$ cat src/ascii_hex_command_register_bridge_defines.svh
// assertion macros for the ascii hex command register bridge
`ifndef ASCII_HEX_COMMAND_REGISTER_BRIDGE_DEFINES_SVH
`define ASCII_HEX_COMMAND_REGISTER_BRIDGE_DEFINES_SVH

`ifndef SYNTHESIS
`define AHCRB_ASSERT(label, prop, msg) \
  label: assert property (@(posedge clk) disable iff (!rst_n) prop) else $error(msg);
`define AHCRB_ASSERT_NEXT(label, pre, post, msg) \
  label: assert property (@(posedge clk) disable iff (!rst_n) (pre) |=> (post)) else $error(msg);
`else
`define AHCRB_ASSERT(label, prop, msg)
`define AHCRB_ASSERT_NEXT(label, pre, post, msg)
`endif

`endif

$ cat src/ahcrb_pkg.sv
// shared constants, types and helper functions of the command bridge
package ahcrb_pkg;

  localparam int LINE_BYTES   = 10;
  localparam int CONFIG_DEPTH = 256;
  localparam int STATUS_DEPTH = 256;

  localparam int CFG_AW    = (CONFIG_DEPTH > 1) ? $clog2(CONFIG_DEPTH) : 1;
  localparam int ST_AW     = (STATUS_DEPTH > 1) ? $clog2(STATUS_DEPTH) : 1;
  localparam int CLR_DEPTH = (CONFIG_DEPTH > STATUS_DEPTH) ? CONFIG_DEPTH : STATUS_DEPTH;
  localparam int CLR_W     = (CLR_DEPTH > 1) ? $clog2(CLR_DEPTH) : 1;
  localparam int CNT_W     = $clog2(LINE_BYTES + 1);
  localparam int IDX_W     = $clog2(LINE_BYTES);

  localparam logic [7:0] CH_CR    = 8'h0D;
  localparam logic [7:0] CH_LF    = 8'h0A;
  localparam logic [7:0] CH_S_UP  = 8'h53;
  localparam logic [7:0] CH_S_LO  = 8'h73;
  localparam logic [7:0] CH_R_UP  = 8'h52;
  localparam logic [7:0] CH_R_LO  = 8'h72;
  localparam logic [7:0] CH_W_UP  = 8'h57;
  localparam logic [7:0] CH_W_LO  = 8'h77;
  localparam logic [7:0] CH_QUERY = 8'h3F;
  localparam logic [7:0] CH_O     = 8'h4F;
  localparam logic [7:0] CH_K     = 8'h4B;
  localparam logic [7:0] CH_0     = 8'h30;
  localparam logic [7:0] CH_9     = 8'h39;
  localparam logic [7:0] CH_A_UP  = 8'h41;
  localparam logic [7:0] CH_F_UP  = 8'h46;
  localparam logic [7:0] CH_A_LO  = 8'h61;
  localparam logic [7:0] CH_F_LO  = 8'h66;
  localparam logic [7:0] HEX_ALPHA_OFS = 8'h37;

  typedef enum logic [1:0] {
    CMD_BAD,
    CMD_STATUS,
    CMD_READ,
    CMD_WRITE
  } cmd_kind_t;

  typedef struct packed {
    cmd_kind_t   kind;
    logic [7:0]  addr;
    logic [15:0] data;
  } line_cmd_t;

  typedef enum logic [1:0] {
    RPL_ERR,
    RPL_OK,
    RPL_WORD
  } reply_kind_t;

  typedef struct packed {
    reply_kind_t kind;
    logic [15:0] word;
  } reply_start_t;

  function automatic logic hex_ok(input logic [7:0] c);
    return ((c >= CH_0) && (c <= CH_9)) || ((c >= CH_A_UP) && (c <= CH_F_UP)) ||
           ((c >= CH_A_LO) && (c <= CH_F_LO));
  endfunction

  function automatic logic [3:0] hex_val(input logic [7:0] c);
    logic [3:0] v;
    if (c <= CH_9) begin
      v = c[3:0];
    end else begin
      v = c[3:0] + 4'd9;
    end
    return v;
  endfunction

  function automatic logic [7:0] hex_char(input logic [3:0] nib);
    logic [7:0] c;
    if (nib < 4'd10) begin
      c = CH_0 + {4'b0000, nib};
    end else begin
      c = HEX_ALPHA_OFS + {4'b0000, nib};
    end
    return c;
  endfunction

endpackage

$ cat src/ahcrb_reply.sv
// reply formatter that sends the reply text one beat at a time
module ahcrb_reply (
  input  logic                    clk,
  input  logic                    rst_n,
  input  logic                    start,
  input  ahcrb_pkg::reply_start_t start_info,
  output logic                    out_tvalid,
  input  logic                    out_tready,
  output logic [7:0]              out_tdata,
  output logic                    out_tlast
);
  import ahcrb_pkg::*;

  logic        active_r, active_nxt;
  reply_kind_t kind_r;
  logic [15:0] word_r;
  logic [2:0]  idx_r, idx_nxt;
  logic        beat;

  assign beat = active_r && out_tready;

  always_comb begin
    out_tdata = CH_LF;
    out_tlast = 1'b0;
    case (kind_r)
      RPL_WORD: begin
        case (idx_r)
          3'd0:    out_tdata = hex_char(word_r[15:12]);
          3'd1:    out_tdata = hex_char(word_r[11:8]);
          3'd2:    out_tdata = hex_char(word_r[7:4]);
          3'd3:    out_tdata = hex_char(word_r[3:0]);
          3'd4:    out_tdata = CH_CR;
          default: out_tdata = CH_LF;
        endcase
        out_tlast = (idx_r == 3'd5);
      end
      RPL_OK: begin
        case (idx_r)
          3'd0:    out_tdata = CH_O;
          3'd1:    out_tdata = CH_K;
          3'd2:    out_tdata = CH_CR;
          default: out_tdata = CH_LF;
        endcase
        out_tlast = (idx_r == 3'd3);
      end
      default: begin
        case (idx_r)
          3'd0:    out_tdata = CH_QUERY;
          3'd1:    out_tdata = CH_CR;
          default: out_tdata = CH_LF;
        endcase
        out_tlast = (idx_r == 3'd2);
      end
    endcase
  end

  always_comb begin
    active_nxt = active_r;
    idx_nxt    = idx_r;
    if (start) begin
      active_nxt = 1'b1;
      idx_nxt    = '0;
    end else if (beat) begin
      if (out_tlast) begin
        active_nxt = 1'b0;
      end
      idx_nxt = idx_r + 1'b1;
    end
  end

  always_ff @(posedge clk) begin
    if (!rst_n) begin
      active_r <= 1'b0;
      idx_r    <= '0;
    end else begin
      active_r <= active_nxt;
      idx_r    <= idx_nxt;
    end
  end

  always_ff @(posedge clk) begin
    if (start) begin
      kind_r <= start_info.kind;
      word_r <= start_info.word;
    end
  end

  assign out_tvalid = active_r;

endmodule

$ cat config.mk
export PLATFORM = sky130hd
export DESIGN_NAME = ahcrb_reply
export DESIGN_NICKNAME = d
export VERILOG_FILES = /design/src/ascii_hex_command_register_bridge_defines.svh /design/src/ahcrb_pkg.sv /design/src/ahcrb_reply.sv
export SDC_FILE = /design/constraint.sdc
export NUM_CORES = 1
export LEC_CHECK = 0
export ABC_AREA = 1
export BUFFER_PORTS_ARGS = -buffer_cell sky130_fd_sc_hd__buf_4
export CORE_ASPECT_RATIO = 0.9
export CORE_MARGIN = 2
export CORE_UTILIZATION = 54
export CTS_CLUSTER_SIZE = 14
export DETAILED_ROUTE_END_ITERATION = 7
export PLACE_DENSITY = 0.9
export SLEW_MARGIN = 20
export SYNTH_ARGS = -nofsm -noshare
export SYNTH_HDL_FRONTEND = slang
export SYNTH_SLANG_ARGS = --single-unit
$ cat constraint.sdc
create_clock -name clk -period 1.75 [get_ports clk]
set_input_delay 0.175 -clock clk [delete_from_list [all_inputs] [get_ports clk]]
set_output_delay 0.175 -clock clk [all_outputs]
set_load 0.01 [all_outputs]
==> results by group <==
Routing
  – Drt wl/cell: 14.88 µm
  – DRC violations left: 0
  – Final ANT Viol Nets: 0
  – DR vias: 1656
  – Total wire length: roughly 4400 µm
  – First DRT Iteration DRCs: ~150
  – Via density per instance: 5.576
  – Drt pass-1 iters: 5

Min path
  – Hold Startpoint: start_info[8]
  – HP Class: in -> reg
  – Hold endpoint: word_r[8]
  – WHS Path Cells: 1

Global routing
  – First-pass GRT wire length: ~5700 µm
  – GR Util met2: between 30% and 40%
  – GRT met3 Usage: between 4 and 5%
  – Total track usage: 23.63%
  – Initial antenna violation count: 0
  – Gr ovfl total: 0
  – Vias in the first global route: 1361
  – Most Used Layer, Global Route: met2
  – GRT met1 Usage: 30.70%
  – Pin count of the biggest net entering global routing: 20

CTS
  – Root Buffer: clkbuf_4
  – Clock buffer count from CTS: 3
  – Clock Pin Slew Worst Setup and Hold Paths: about 130 ps
  – H-tree Lvls: 1
  – TritonCTS clock tree: done
  – CTS sink cnt: 22
  – Deepest clock path buffer count: 2
  – Clock Latency Late Sink: ~300 ps

Placement
  – Buffers on Ports: 30
  – Final HPWL DP: 2515 µm
  – Global placement routability congestion: 0.8605

Floorplan
  – Die width: 60.27 µm
  – I/O pin cnt: 32
  – Initial Utilization: 56.47%
  – CORE AREA: roughly 2700 µm²
  – Total Die Area: between 3000 and 4000 µm²
  – DIE HEIGHT: 54.65 µm
  – Standard-cell row count: 18

Power
  – Total power: 1.387 mW
  – Static leakage: 1.025 nW
  – Maximum VDD drop: 0.0006726 V
  – Cell area power density: 629.8 nW/µm²

Timing
  – Final Hold Viols: 0
  – Min cycle time layout: 1968 ps
  – Hold slack: ~34 ps
  – Slew Viols, Final: 0
  – Fmax: 0.5082 GHz
  – Final period utilization: 112.4%
  – Clock Skews: 0.9963 ps
  – Final-report setup violation count: 8
  – Fin worst setup slack: -217.6 ps
  – RSZ-0062 raised after global routing: yes

Synthesis
  – Post-synth net total: approximately 240
  – Synth top area share: 35.12%
  – Avg Cell Area, Syn: approximately 7.5 µm²
  – Yosys warning total: 0
  – Syn Inst Count: 206
  – Synthesized flop and latch total: 22
  – Area contributors post-synth: edfxtp_1 35%, nand2_1 15%, ha_1 8.9%, inv_1 7.8%, nand3_1 6.5%
  – Part of the Yosys area used for sequential elements: 40.33%
  – Synthesized cell area: 1539 µm²
  – Leading area contributor after synthesis: edfxtp_1
  – Post-synth cell types: 24

Job
  – Number of max-cap violations: 0

Final layout
  – Commonest non-fill, non-tap cell in the layout: nand2_1
  – Nets@finish: 291
  – P&R area growth vs syn: 43.09%
  – Layout cells sized above 1: 41.25%
  – Ant diodes: 0
  – Fillers: between 150 and 200
  – Final Util: between 80% and 90%
  – Most frequent cells in the layout: 57 x nand2_1, 43 x buf_4, 18 x inv_1, 18 x edfxtp_1, 15 x nand3_1

Setup path
  – Reg-to-Reg Start: kind_r[1]
  – Req. time, crit path: 1570 ps
  – Crit path max fanout: 6
  – Arrival @ worst endpoint: 1790 ps
  – Setup CP Type: reg -> out
  – Worst setup EP type: output pin
  – Depth of the most critical reg-to-reg path: 6
  – Worst R2R Setup Slack: around 270 ps
  – CP startpoint kind: flop
  – Reg2reg end: out_tvalid

Status
  – Status: finished with violations
  – Violated checks: negative setup slack
power by group:
group	total, mW	internal, mW	switching [mW]
Combinational	0.497	0.233	0.264
Clock	0.248	0.0889	0.159
Sequential	0.642	0.606	0.0360
how the worst max path moves through the flow:
stage / from / endpoint / slack (ps) / cells after the start
after floorplan: idx_r[2] / out_tdata[0] / 170 / 10
after global placement: idx_r[0] / out_tdata[0] / 50 / 9
after detailed placement: idx_r[0] / out_tdata[0] / -6 / 11
after CTS: idx_r[1] / out_tdata[0] / -170 / 11
after global routing: word_r[10] / out_tdata[1] / -330 / 10
final: idx_r[0] / out_tdata[1] / -220 / 11
state kept, by name, indices dropped and copies added, names as in the netlist:
signal	cells
kind_r	2
idx_r	3
out_tvalid	1
word_r	16
layout make-up:
class	instances	area (µm²)	area share, %
Inverter	35	148.9	6.761
Tap cell	40	50.05	2.273
Multi-Input combinational cell	147	958.4	43.52
Timing Repair Buffer	49	390.4	17.73
Sequential cell	22	628.1	28.52
Clock buffer	4	26.28	1.193
per-layer routing:
metal / wire length, µm / vias to the layer above
met5: 0 / -
met4: 233 / 0
met3: 436 / 31
met2: 2092 / 125
met1: 1656 / 728
li1: - / 772
synthesized netlist by cell type:
library cell and count:
o21ai_0 16, nand2_4 2, edfxtp_1 18, nand2_1 62
nand2_2 1, inv_1 32, dfxtp_1 4, nor2_1 16
conb_1 1, nor2_2 1, a21oi_1 7, buf_6 1
a22oi_1 1, inv_2 3, nand4_1 1, buf_4 1
nand3_1 20, ha_1 11, a211oi_1 2, a21boi_0 1
o21bai_1 2, nand3_4 1, xor2_1 1, o22ai_1 1
critical path: stages, from the launching register on:
cell	delay, ps
dfxtp_4	430
buf_4	140
ha_4	160
nand2_8	80
inv_4	90
nand3_1	110
nand2_1	90
inv_1	50
nand2_1	70
nand2_1	60
nand2_1	100
buf_6	110
kinds of logic (layout without fill, tap and decap cells):
logic type,Yosys count,count (layout),share of synthesized area [%]
buffers and inverters,37,88,9.756
other,1,1,0.2437
adder cells (fa/ha/maj),11,11,8.943
AND/OR/NAND/NOR,104,104,29.35
flip-flops,22,22,40.33
XOR/XNOR,1,1,0.5692
AO/OA/AOI/OAI,30,30,10.81
per-stage QoR:
stage               instances  instance area [µm²]  setup TNS, ps  setup slack [ps]
global placement          277                 1818              0             53.56
floorplan                 206                 1539              0             170.0
detailed placement        277                 1818         -6.237            -6.237
finish                    297                 2202          -1171            -217.6
global route              297                 2202          -1813            -334.6
CTS                       288                 2008         -892.4            -174.4
what timing repair did:
item / 4_1_cts / 5_1_grt
setup buffers: 7 / 9
setup endpoints to repair: 7 / 8
gates resized for setup: 36 / 46
hold buffers: 0 / 0
pin swaps: 9 / 11
No activity file was read; power rests on OpenSTA's default activity.
