===== config.mk =====
export PLATFORM = sky130hd
export DESIGN_NAME = ahcrb_line
export DESIGN_NICKNAME = d
export VERILOG_FILES = /design/src/ascii_hex_command_register_bridge_defines.svh /design/src/ahcrb_pkg.sv /design/src/ahcrb_line.sv
export SDC_FILE = /design/constraint.sdc
export NUM_CORES = 1
export LEC_CHECK = 0
export ABC_AREA = 0
export BUFFER_PORTS_ARGS = -buffer_cell sky130_fd_sc_hd__buf_2
export CORE_MARGIN = 5
export CORE_UTILIZATION = 35
export DETAILED_ROUTE_END_ITERATION = 10
export GPL_ROUTABILITY_DRIVEN = 1
export HOLD_SLACK_MARGIN = 0.03
export PLACE_DENSITY_LB_ADDON = 0.08
export SLEW_MARGIN = 20
export SYNTH_ARGS = -nofsm -noshare
export SYNTH_HDL_FRONTEND = slang
export SYNTH_SLANG_ARGS = --single-unit

===== constraint.sdc =====
create_clock -name clk -period 2.7 [get_ports clk]
set_clock_uncertainty 0.05 [all_clocks]
set_input_delay 0.405 -clock clk [delete_from_list [all_inputs] [get_ports clk]]
set_output_delay 0.405 -clock clk [all_outputs]
set_load 0.05 [all_outputs]

===== src/ascii_hex_command_register_bridge_defines.svh =====
// assertion macros for the ascii hex command register bridge
`ifndef ASCII_HEX_COMMAND_REGISTER_BRIDGE_DEFINES_SVH
`define ASCII_HEX_COMMAND_REGISTER_BRIDGE_DEFINES_SVH

`ifndef SYNTHESIS
`define AHCRB_ASSERT(label, prop, msg) \
  label: assert property (@(posedge clk) disable iff (!rst_n) prop) else $error(msg);
`define AHCRB_ASSERT_NEXT(label, pre, post, msg) \
  label: assert property (@(posedge clk) disable iff (!rst_n) (pre) |=> (post)) else $error(msg);
`else
`define AHCRB_ASSERT(label, prop, msg)
`define AHCRB_ASSERT_NEXT(label, pre, post, msg)
`endif

`endif


===== src/ahcrb_pkg.sv =====
// shared constants, types and helper functions of the command bridge
package ahcrb_pkg;

  localparam int LINE_BYTES   = 10;
  localparam int CONFIG_DEPTH = 256;
  localparam int STATUS_DEPTH = 256;

  localparam int CFG_AW    = (CONFIG_DEPTH > 1) ? $clog2(CONFIG_DEPTH) : 1;
  localparam int ST_AW     = (STATUS_DEPTH > 1) ? $clog2(STATUS_DEPTH) : 1;
  localparam int CLR_DEPTH = (CONFIG_DEPTH > STATUS_DEPTH) ? CONFIG_DEPTH : STATUS_DEPTH;
  localparam int CLR_W     = (CLR_DEPTH > 1) ? $clog2(CLR_DEPTH) : 1;
  localparam int CNT_W     = $clog2(LINE_BYTES + 1);
  localparam int IDX_W     = $clog2(LINE_BYTES);

  localparam logic [7:0] CH_CR    = 8'h0D;
  localparam logic [7:0] CH_LF    = 8'h0A;
  localparam logic [7:0] CH_S_UP  = 8'h53;
  localparam logic [7:0] CH_S_LO  = 8'h73;
  localparam logic [7:0] CH_R_UP  = 8'h52;
  localparam logic [7:0] CH_R_LO  = 8'h72;
  localparam logic [7:0] CH_W_UP  = 8'h57;
  localparam logic [7:0] CH_W_LO  = 8'h77;
  localparam logic [7:0] CH_QUERY = 8'h3F;
  localparam logic [7:0] CH_O     = 8'h4F;
  localparam logic [7:0] CH_K     = 8'h4B;
  localparam logic [7:0] CH_0     = 8'h30;
  localparam logic [7:0] CH_9     = 8'h39;
  localparam logic [7:0] CH_A_UP  = 8'h41;
  localparam logic [7:0] CH_F_UP  = 8'h46;
  localparam logic [7:0] CH_A_LO  = 8'h61;
  localparam logic [7:0] CH_F_LO  = 8'h66;
  localparam logic [7:0] HEX_ALPHA_OFS = 8'h37;

  typedef enum logic [1:0] {
    CMD_BAD,
    CMD_STATUS,
    CMD_READ,
    CMD_WRITE
  } cmd_kind_t;

  typedef struct packed {
    cmd_kind_t   kind;
    logic [7:0]  addr;
    logic [15:0] data;
  } line_cmd_t;

  typedef enum logic [1:0] {
    RPL_ERR,
    RPL_OK,
    RPL_WORD
  } reply_kind_t;

  typedef struct packed {
    reply_kind_t kind;
    logic [15:0] word;
  } reply_start_t;

  function automatic logic hex_ok(input logic [7:0] c);
    return ((c >= CH_0) && (c <= CH_9)) || ((c >= CH_A_UP) && (c <= CH_F_UP)) ||
           ((c >= CH_A_LO) && (c <= CH_F_LO));
  endfunction

  function automatic logic [3:0] hex_val(input logic [7:0] c);
    logic [3:0] v;
    if (c <= CH_9) begin
      v = c[3:0];
    end else begin
      v = c[3:0] + 4'd9;
    end
    return v;
  endfunction

  function automatic logic [7:0] hex_char(input logic [3:0] nib);
    logic [7:0] c;
    if (nib < 4'd10) begin
      c = CH_0 + {4'b0000, nib};
    end else begin
      c = HEX_ALPHA_OFS + {4'b0000, nib};
    end
    return c;
  endfunction

endpackage


===== src/ahcrb_line.sv =====
// line buffer that gathers received bytes and decodes the finished line
module ahcrb_line (
  input  logic                 clk,
  input  logic                 rst_n,
  input  logic                 push,
  input  logic [7:0]           push_byte,
  output ahcrb_pkg::line_cmd_t cmd
);
  import ahcrb_pkg::*;

  logic [7:0]       line_r [LINE_BYTES];
  logic [CNT_W-1:0] count_r;
  logic [CNT_W-1:0] count_nxt;

  logic is_s, is_r, is_w, sr_ok, w_ok;
  logic [7:0]  addr;
  logic [15:0] data;

  always_comb begin
    count_nxt = count_r;
    if (push) begin
      if (push_byte == CH_LF) begin
        count_nxt = '0;
      end else if (count_r < CNT_W'(LINE_BYTES)) begin
        count_nxt = count_r + 1'b1;
      end
    end
  end

  always_ff @(posedge clk) begin
    if (!rst_n) begin
      count_r <= '0;
      for (int i = 0; i < LINE_BYTES; i++) begin
        line_r[i] <= '0;
      end
    end else begin
      count_r <= count_nxt;
      if (push && (count_r < CNT_W'(LINE_BYTES))) begin
        line_r[count_r[IDX_W-1:0]] <= push_byte;
      end
    end
  end

  always_comb begin
    is_s  = (line_r[0] == CH_S_UP) || (line_r[0] == CH_S_LO);
    is_r  = (line_r[0] == CH_R_UP) || (line_r[0] == CH_R_LO);
    is_w  = (line_r[0] == CH_W_UP) || (line_r[0] == CH_W_LO);
    sr_ok = hex_ok(line_r[1]) && hex_ok(line_r[2]) &&
            (line_r[3] == CH_CR) && (line_r[4] == CH_LF);
    w_ok  = hex_ok(line_r[1]) && hex_ok(line_r[2]) && hex_ok(line_r[3]) &&
            hex_ok(line_r[4]) && hex_ok(line_r[5]) && hex_ok(line_r[6]) &&
            (line_r[7] == CH_CR) && (line_r[8] == CH_LF);
    addr  = {hex_val(line_r[1]), hex_val(line_r[2])};
    data  = {hex_val(line_r[3]), hex_val(line_r[4]), hex_val(line_r[5]),
             hex_val(line_r[6])};

    cmd.kind = CMD_BAD;
    cmd.addr = addr;
    cmd.data = data;
    if (is_s && sr_ok && ({1'b0, addr} < 9'(STATUS_DEPTH))) begin
      cmd.kind = CMD_STATUS;
    end else if (is_r && sr_ok && ({1'b0, addr} < 9'(CONFIG_DEPTH))) begin
      cmd.kind = CMD_READ;
    end else if (is_w && w_ok && ({1'b0, addr} < 9'(CONFIG_DEPTH))) begin
      cmd.kind = CMD_WRITE;
    end
  end

endmodule


==> results.py, run 1 <==
metrics = {
    "setup_path": {
        "crit_path_start_kind": "flip-flop",
        "r2r_end": "line_r[4][6]",
        "r2r_start": "count_r[1]",
        "cp-end-kind": "primary output",
        "path_cells": "or4b_4 -> nor4_4 -> nand4_1 -> a2111oi_2 -> nand4_1 -> a21oi_1 -> buf_4",
        "crit_path_frequent_cell": "nand4_1",
        "critPathMaxFanout": 2,
        "worstSetupPathType": "reg2out",
        "crit_path_max_incr_delay_ns": 0.55,
        "reg2reg_depth": 6,
        "cp_slowest_cell": "or4b_4",
        "cp.depth": 7,
        "arrival_ns": 2.44,
        "rrSetupSlack_ns": 0.55,
        "crit_path_start": "line_r[7][7]",
        "cpLargestDelayFamily": "simple AND/OR/NAND/NOR gates",
        "cp.buffers_inverters": 1,
        "required_ns": 2.25,
    },
    "cts": {
        "path_clk_slew_ns": 0.08,
        "cts_tree": "yes",
        "worstSkewPairLatency_ns": 0.34,
        "clock-sinks": 75,
        "htreeDepth": 3,
        "clk_path_buf_depth": 2,
        "clockRootBuffer": "clkbuf_8",
        "cts_buffers": 9,
        "cts_hold_buf": 0,
    },
    "timing": {
        "hold_viol_final": 0,
        "fmax_mhz": 345,
        "worst_slack_ns": -0.195,
        "maxSlewViolCount": 0,
        "finalCritPeriodShare": 1.07,
        "rsz0062_at_grt": "yes",
        "post-route-min-period_ns": 2.90,
        "worst-slew-pin-transition_ns": 0.630,
        "setup_viol": 2,
        "setup-tns-final_ns": -0.389,
        "whs_ns": 0.366,
        "max_slew_margin": 0.579,
    },
    "logic_synthesis": {
        "syn_area_um2": 3880,
        "avgSynthCellArea_um2": 10.6,
        "synth_edf_count": 71,
        "synth_top_cell_by_area": "edfxtp_1",
        "yosysWarnings": 0,
        "synth_top_area_frac": 0.550,
        "synth_nets": 396,
        "ys.flop_type": "edfxtp_1",
        "synthCells": 364,
        "synth_area_leaders": "edfxtp_1 (55%), nor2_1 (9.1%), ha_1 (6.8%)",
        "synth_seq_cells": 75,
        "yosysUniqueCellTypes": 49,
        "synthArstFlopShare": 0,
        "ys_seq_area_frac": 0.571,
    },
    "placement": {
        "placedCellCount": 543,
        "pre_cts_ws_ns": 0.0215,
        "place_hpwl_um": 6140,
        "place_congestion": 0.769,
        "portBuffers": 36,
    },
    "min_path": {
        "min_path_type": "in2reg",
        "hold_depth": 2,
        "whs_endpoint": "count_r[0]",
        "min_from": "rst_n",
    },
    "detailed_routing": {
        "drc": 0,
        "drt_iter0_markers": 146,
        "ant_nets": 0,
        "wl_met3_um": 456,
        "wl_met1_um": 4370,
        "dr_wl_met2_um": 4040,
        "via_count": 2792,
        "viasPerCell": 4.92,
        "routed_wl_um": 8970,
        "first_pass_iters": 4,
        "top_layer": "met4",
        "post_drt_wl_per_cell_um": 15.8,
    },
    "power_and_ir_drop": {
        "p_leak_nw": 1.73,
        "p_total_mw": 2.62,
        "vdd_ir_drop_max_mv": 0.199,
        "power.density_nw_per_um2": 564,
    },
    "die": {
        "row_count": 38,
        "die_area_um2": 13300,
        "core_area_um2": 10800,
        "dieWidth_um": 115,
        "start_util": 0.358,
        "pin_count": 37,
        "die_h_um": 115,
    },
    "cells_and_area": {
        "fillers": 1066,
        "diodes": 0,
        "nets": 454,
        "drive_gt1_frac": 0.192,
        "areaGrowthSynthToFinish_pct": 20.0,
        "final_cells": 567,
    },
    "global_routing": {
        "grt_pass1_vias": 2755,
        "grtUsageTotal": 0.140,
        "overflow": 0,
        "grt_max_degree": 13,
        "grt_first_pass_wirelength_um": 14200,
        "antenna_found_initial": 0,
    },
    "status": {
        "violations": "negative setup slack",
        "status": "complete, but fails checks",
    },
    "job": {
        "drv_cap": 0,
    },
}
==> cell families (layout without fill, tap and decap cells) <==
group	after synthesis	after routing	synth area share
flops	75	75	0.571
simple gates	191	191	0.231
mux	3	3	0.00839
buf+inv	21	84	0.0203
compound gates	34	34	0.0591
xor+xnor	19	19	0.0429
fa+ha+maj	21	21	0.0678
==> Yosys cell counts (3+ instances only) <==
cell and instances:
clkbuf_1 6, nor3_1 4, o21ai_0 9, nand3_1 13, dfxtp_1 4, ha_1 21
a21oi_1 7, inv_1 15, nand3b_1 4, nor2b_1 3, xnor2_1 17, edfxtp_1 71
nand2_1 43, o2111ai_1 4, nor2_1 94, nand2b_1 5, nand4_1 6
==> worst reg2reg max path: cells and delay by family (launching register included) <==
family / cells / cell delay, ns
AOI/OAI and AO/OA: 1 / 0.18
and+or+nand+nor: 5 / 1.16
DFF: 1 / 0.42
==> worst max path at each step <==
stage | to | slack (ns)
2_1_floorplan | cmd[24] | -0.12
3_3_place_gp | cmd[24] | 0.07
3_5_place_dp | cmd[25] | 0.02
4_1_cts | cmd[25] | -0.23
5_1_grt | cmd[24] | -0.43
6_report | cmd[24] | -0.20
==> repair_timing <==
action | in CTS | in global routing
gates cloned | 0 | 0
gates resized for setup | 5 | 23
setup endpoints to repair | 9 | 9
pin swaps | 7 | 3
setup buffers | 5 | 3
==> state kept, by name, summed over array words and instances, names as in the netlist <==
name     flops
count_r      4
line_r      71
==> layout make-up <==
class	instances	area, um^2	share of cell area
clock buffer	10	128	0.0274
sequential	75	2210	0.476
inverter	15	56.3	0.0121
timing repair buffer	53	343	0.0737
multi-input combinational	268	1660	0.356
clock inverter	6	80.1	0.0172
tap	140	175	0.0377
==> routing by layer <==
metal	vias up	GRT usage
met2	54	0.220
met5	-	0
li1	1402	-
met3	11	0.0232
met1	1325	0.198
met4	0	0.0469
==> cells in the final DEF, fill, tap and decap left out, drive strengths merged, types with 3 or more instances in the layout <==
master	synthesis	routed
nand2b	5	5
clkbuf	6	11
nand4	6	6
a21oi	7	7
edfxtp	71	71
xnor2	17	17
nor2b	3	3
clkinv	0	4
dfxtp	4	4
inv	15	15
ha	21	21
nand2	43	43
o2111ai	4	4
nor3	4	4
nor2	94	94
o21ai	11	11
nand3	13	13
buf	0	52
nor4b	3	3
nand3b	4	4
==> metrics by stage <==
step,cell area (um^2),util
2_1_floorplan,3880,-
3_3_place_gp,4280,0.395
3_5_place_dp,4280,0.395
4_1_cts,4540,0.419
5_1_grt,4650,0.429
6_report,4650,0.429
==> where the power goes <==
group          switching (mW)  internal (mW)
clock                   0.419          0.514
sequential             0.0384           1.31
combinational           0.234          0.104
Power figures use the tool's default switching activity.
==> run 2: changes to the inputs <==
==> constraint.sdc (replaced) <==
create_clock -name clk -period 2.4 [get_ports clk]
set_clock_uncertainty 0.05 [all_clocks]
set_input_delay 0.36 -clock clk [delete_from_list [all_inputs] [get_ports clk]]
set_output_delay 0.36 -clock clk [all_outputs]
set_load 0.05 [all_outputs]
==> run 2 against run 1 <==
The flow still finishes with violations (negative setup slack); sequential share of layout area shrank 5.1 points; setup slack worse by 0.18 ns; first-iteration DRC count grew 14%; sequential power grew 13%; clock power is 14% lower; global-route usage up 0.28 points; utilization grew 5.2 points; cell count grew 6.2%; non-clock buffer count increased by 35.
==> results.py, run 2 (synthesis results as in run 1) <==
metrics = {
    "status": {
        "status": "complete, but fails checks",
        "violations": "negative setup slack",
    },
    "timing": {
        "whs_ns": 0.322,
        "max_slew_margin": 0.612,
        "maxSlewViolCount": 0,
        "finalCritPeriodShare": 1.16,
        "rsz0062_at_grt": "yes",
        "post-route-min-period_ns": 2.78,
        "worst-slew-pin-transition_ns": 0.581,
        "fmax_mhz": 360,
        "setup_viol": 8,
        "hold_viol_final": 0,
        "worst_slack_ns": -0.379,
        "setup-tns-final_ns": -1.03,
    },
    "min_path": {
        "min_path_type": "in2reg",
        "hold_depth": 4,
        "whs_endpoint": "count_r[2]",
        "min_from": "push",
    },
    "detailed_routing": {
        "viasPerCell": 4.85,
        "ant_nets": 0,
        "via_count": 2921,
        "drt_iter0_markers": 167,
        "post_drt_wl_per_cell_um": 15.1,
        "first_pass_iters": 4,
        "routed_wl_um": 9070,
        "drc": 0,
    },
    "setup_path": {
        "required_ns": 1.99,
        "crit_path_start_kind": "flip-flop",
        "worstSetupPathType": "reg2out",
        "cp-end-kind": "primary output",
        "rrSetupSlack_ns": 0.49,
        "r2r_start": "count_r[2]",
        "critPathMaxFanout": 2,
        "r2r_end": "line_r[1][5]",
        "arrival_ns": 2.37,
        "reg2reg_depth": 6,
    },
    "global_routing": {
        "overflow": 0,
        "grtUsageTotal": 0.143,
        "antenna_found_initial": 0,
        "grt_pass1_vias": 2885,
        "grt_first_pass_wirelength_um": 14600,
        "grt_max_degree": 12,
    },
    "cells_and_area": {
        "top_regs": "line_r (71), count_r (4)",
        "final_area_um2": 5210,
        "fillers": 1022,
        "largest_reg_flops": 71,
        "nets": 489,
        "areaGrowthSynthToFinish_pct": 34.5,
        "diodes": 0,
        "final_common_cell": "nor2_1",
        "drive_gt1_frac": 0.342,
        "mostFrequentLayoutCells": "nor2_1 (90), edfxtp_1 (71), buf_4 (51), nand2_1 (35), buf_6 (21)",
        "max_flop_register": "line_r",
    },
    "placement": {
        "place_congestion": 0.751,
        "portBuffers": 36,
        "pre_cts_ws_ns": -0.177,
        "place_hpwl_um": 6400,
        "post_dp_cell_area_um2": 4570,
    },
    "power_and_ir_drop": {
        "p_total_mw": 2.80,
        "power.density_nw_per_um2": 537,
        "p_leak_nw": 1.99,
        "vdd_ir_drop_max_mv": 0.296,
    },
    "die": {
        "core_area_um2": 10800,
        "start_util": 0.358,
        "die_h_um": 115,
        "die_area_um2": 13300,
        "dieWidth_um": 115,
        "pin_count": 37,
        "row_count": 38,
    },
    "cts": {
        "worstSkewPairLatency_ns": 0.33,
        "cts_tree": "yes",
        "htreeDepth": 3,
        "clock-sinks": 75,
        "clk_path_buf_depth": 2,
        "cts_buffers": 9,
        "clockRootBuffer": "clkbuf_8",
        "cts_hold_buf": 0,
        "path_clk_slew_ns": 0.07,
    },
    "job": {
        "drv_cap": 0,
    },
}
## run 2: cell types whose count changed in the layout (fill, tap and decap cells not counted), sizes merged
cell,change
buf,+34
bufinv,-2
clkbuf,+3
## run 2: per-layer routing
metal | vias up | share of wire | GRT usage
li1 | 1473 | - | -
met1 | 1380 | 0.48 | 0.205
met2 | 57 | 0.47 | 0.221
met3 | 11 | 0.043 | 0.0226
met4 | 0 | 0.013 | 0.0493
met5 | - | 0 | 0
## run 2: per-stage QoR
stage	instances	util
2_1_floorplan	364	-
3_3_place_gp	577	0.422
3_5_place_dp	577	0.422
4_1_cts	601	0.464
5_1_grt	602	0.481
6_report	602	0.481
## run 2: worst max-delay path: stages (launching register included)
cell and delay (ns):
edfxtp_1 0.36, or4b_4 0.55, nor4_4 0.14, nand4_1 0.19, a2111oi_2 0.25, nand4_1 0.20
a21oi_2 0.18, buf_6 0.17
## run 2: where the power goes
| part | switching (mW) | total (mW) | internal (mW) |
|---|---|---|---|
| clock | 0.433 | 0.799 | 0.367 |
| sequential | 0.0370 | 1.52 | 1.48 |
| combinational | 0.297 | 0.486 | 0.189 |
## run 2: how the worst max path moves through the flow
stage                  from       to  slack (ns)  cells after the start
3_3_place_gp   line_r[7][5]  cmd[25]       -0.18                      7
5_1_grt        line_r[7][4]  cmd[24]       -0.52                      7
6_report       line_r[7][4]  cmd[24]       -0.38                      7
4_1_cts        line_r[7][4]  cmd[25]       -0.43                      7
3_5_place_dp   line_r[7][5]  cmd[25]       -0.18                      7
2_1_floorplan  line_r[4][0]  cmd[24]       -0.16                      7
## run 2: area by class of cell
cell class	count	area, um^2	share of cell area
well taps	140	175	0.0336
clock inverters	4	17.5	0.00336
flip-flops and latches	75	2210	0.424
clock buffers	12	135	0.0259
inverters	15	56.3	0.0108
repair buffers	88	724	0.139
multi-input cells	268	1890	0.363
## run 2: repair_timing
action | 4_1_cts | 5_1_grt
buffers inserted | 11 | 3
pin swaps | 19 | 19
setup endpoints to repair | 16 | 26
resized for setup | 61 | 51
hold endpoints to repair | 0 | 0
==> run 3: changes to the inputs <==
--- a/config.mk
+++ b/config.mk
@@ -7,6 +7,7 @@
 export LEC_CHECK = 0
 export ABC_AREA = 0
 export BUFFER_PORTS_ARGS = -buffer_cell sky130_fd_sc_hd__buf_2
+export CAP_MARGIN = 25
 export CORE_MARGIN = 5
 export CORE_UTILIZATION = 35
 export DETAILED_ROUTE_END_ITERATION = 10
==> constraint.sdc (replaced) <==
create_clock -name clk -period 2.4 [get_ports clk]
set_clock_uncertainty 0.05 [all_clocks]
set_input_delay 0.72 -clock clk [delete_from_list [all_inputs] [get_ports clk]]
set_output_delay 0.72 -clock clk [all_outputs]
set_load 0.05 [all_outputs]
==> run 3 against run 2 <==
The flow still finishes with violations (negative setup slack); non-clock buffer count increased by 49; setup slack lost 0.39 ns; via count rose by 6.5%; cell count grew 8.1%; combinational power is 19% higher; design area is 13% higher; clock power is 14% higher; sequential power about the same; first-iteration DRC count up 4.8%; critical path type unchanged; largest cell class unchanged.
==> results.py, run 3 (synthesis results as in run 1) <==
metrics = {
    "global_routing": {
        "antenna_found_initial": 0,
        "grtUsageTotal": 0.155,
        "grt_first_pass_wirelength_um": 15600,
        "grt_max_degree": 13,
        "grt_pass1_vias": 3217,
        "overflow": 0,
    },
    "placement": {
        "portBuffers": 36,
        "place_hpwl_um": 6720,
        "pre_cts_ws_ns": -0.690,
        "place_congestion": 0.753,
    },
    "detailed_routing": {
        "drc": 0,
        "via_count": 3110,
        "routed_wl_um": 9600,
        "viasPerCell": 4.78,
        "ant_nets": 0,
        "drt_iter0_markers": 175,
        "first_pass_iters": 4,
        "post_drt_wl_per_cell_um": 14.8,
    },
    "cts": {
        "cts_tree": "yes",
        "clock-sinks": 75,
        "cts_hold_buf": 0,
        "clockRootBuffer": "clkbuf_8",
        "worstSkewPairLatency_ns": 0.34,
        "cts_buffers": 9,
        "clk_path_buf_depth": 2,
        "path_clk_slew_ns": 0.07,
        "htreeDepth": 3,
    },
    "min_path": {
        "whs_endpoint": "count_r[3]",
        "min_path_type": "reg2reg",
        "min_from": "count_r[3]",
        "hold_depth": 2,
    },
    "die": {
        "pin_count": 37,
        "die_area_um2": 13300,
        "die_h_um": 115,
        "start_util": 0.358,
        "core_area_um2": 10800,
        "row_count": 38,
        "dieWidth_um": 115,
    },
    "power_and_ir_drop": {
        "clkPwrFrac": 0.302,
        "combPwrFrac": 0.193,
        "p_sw_frac": 0.268,
        "switchingPower_mw": 0.803,
        "power.density_nw_per_um2": 508,
        "vdd_ir_drop_max_mv": 0.382,
        "p_int_mw": 2.20,
        "p_leak_nw": 2.30,
        "p_total_mw": 3.00,
        "pwr-share-seq": 0.504,
    },
    "setup_path": {
        "crit_path_start_kind": "flip-flop",
        "crit_path_max_incr_delay_ns": 0.53,
        "r2r_end": "line_r[6][0]",
        "r2r_start": "count_r[1]",
        "required_ns": 1.63,
        "rrSetupSlack_ns": 0.45,
        "crit_path_frequent_cell": "nand4_1",
        "cp-end-kind": "primary output",
        "path_cells": "or4b_4 -> nor4_2 -> nand4_1 -> a2111oi_4 -> nand4_1 -> buf_4 -> a21oi_4 -> buf_6",
        "worstSetupPathType": "reg2out",
        "arrival_ns": 2.40,
        "critPathMaxFanout": 2,
        "reg2reg_depth": 6,
        "cp_slowest_cell": "or4b_4",
    },
    "cells_and_area": {
        "fillers": 973,
        "largest_reg_flops": 71,
        "multi_input_area_um2": 2130,
        "top_regs": "line_r (71), count_r (4)",
        "mostFrequentLayoutCells": "nor2_1 (90), buf_4 (90), edfxtp_1 (71), buf_6 (37), nand2_1 (31)",
        "areaGrowthSynthToFinish_pct": 52.3,
        "nets": 538,
        "seq_area_um2": 2210,
        "max_flop_register": "line_r",
        "drive_gt1_frac": 0.452,
        "diodes": 0,
    },
    "timing": {
        "maxSlewViolCount": 0,
        "setup-tns-final_ns": -8.68,
        "fmax_mhz": 315,
        "rsz0062_at_grt": "yes",
        "finalCritPeriodShare": 1.32,
        "post-route-min-period_ns": 3.17,
        "max_slew_margin": 0.591,
        "worst_slack_ns": -0.773,
        "hold_viol_final": 0,
        "setup_viol": 26,
        "worst-slew-pin-transition_ns": 0.605,
    },
    "status": {
        "violations": "negative setup slack",
        "status": "complete, but fails checks",
    },
    "job": {
        "drv_cap": 0,
    },
}
run 3: area by class of cell:
cell class,count,share of cell area
sequential,75,0.375
multi-input combinational,268,0.361
timing repair buffer,137,0.194
tap,140,0.0297
clock buffer,9,0.0210
clock inverter,7,0.00996
inverter,15,0.00996
run 3: what timing repair did:
action / in CTS / in global routing
setup endpoints to repair: 26 / 26
setup buffers: 12 / 7
resized for setup: 96 / 30
pin swaps: 12 / 13
hold endpoints to repair: 0 / 0
run 3: worst max path at each step:
stage               depth (start not counted)         start  slack (ns)      end
floorplan                                   6  line_r[7][5]       -0.43  cmd[24]
global placement                            7  line_r[7][5]       -0.60  cmd[24]
detailed placement                          7  line_r[6][7]       -0.69  cmd[24]
CTS                                         8  line_r[7][4]       -0.79  cmd[24]
global route                                8  line_r[7][5]       -0.97  cmd[24]
finish                                      8  line_r[7][5]       -0.77  cmd[24]
run 3: power by group through the flow:
stage                     clock (mW)  combinational, mW  sequential, mW
after floorplan                    0              0.303            1.54
after detailed placement           0              0.472            1.54
final                          0.907              0.580            1.51
after global placement             0              0.469            1.54
after global routing            1.00              0.619            1.52
after CTS                      0.939              0.555            1.51
run 3: routing by layer:
metal / track usage / up-vias / routed length, um
li1: - / 1570 / -
met1: 0.198 / 1474 / 4340
met2: 0.255 / 56 / 4750
met3: 0.0358 / 10 / 354
met4: 0.0587 / 0 / 160
met5: 0 / - / 0
run 3: critical path: cells and delay by family, from the launching register on:
kind,cells,cell delay (ns)
AOI/OAI and AO/OA,2,0.37
buffers and inverters,2,0.35
DFF,1,0.37
and+or+nand+nor,4,0.97
run 3: through the flow:
step,hold WS [ns],cell area [um^2],util,cells
after floorplan,0.433,4150,-,364
after global placement,0.469,5100,0.471,616
after detailed placement,0.472,5100,0.471,616
after CTS,0.491,5710,0.527,644
after global routing,0.539,5900,0.545,651
final,0.493,5900,0.545,651
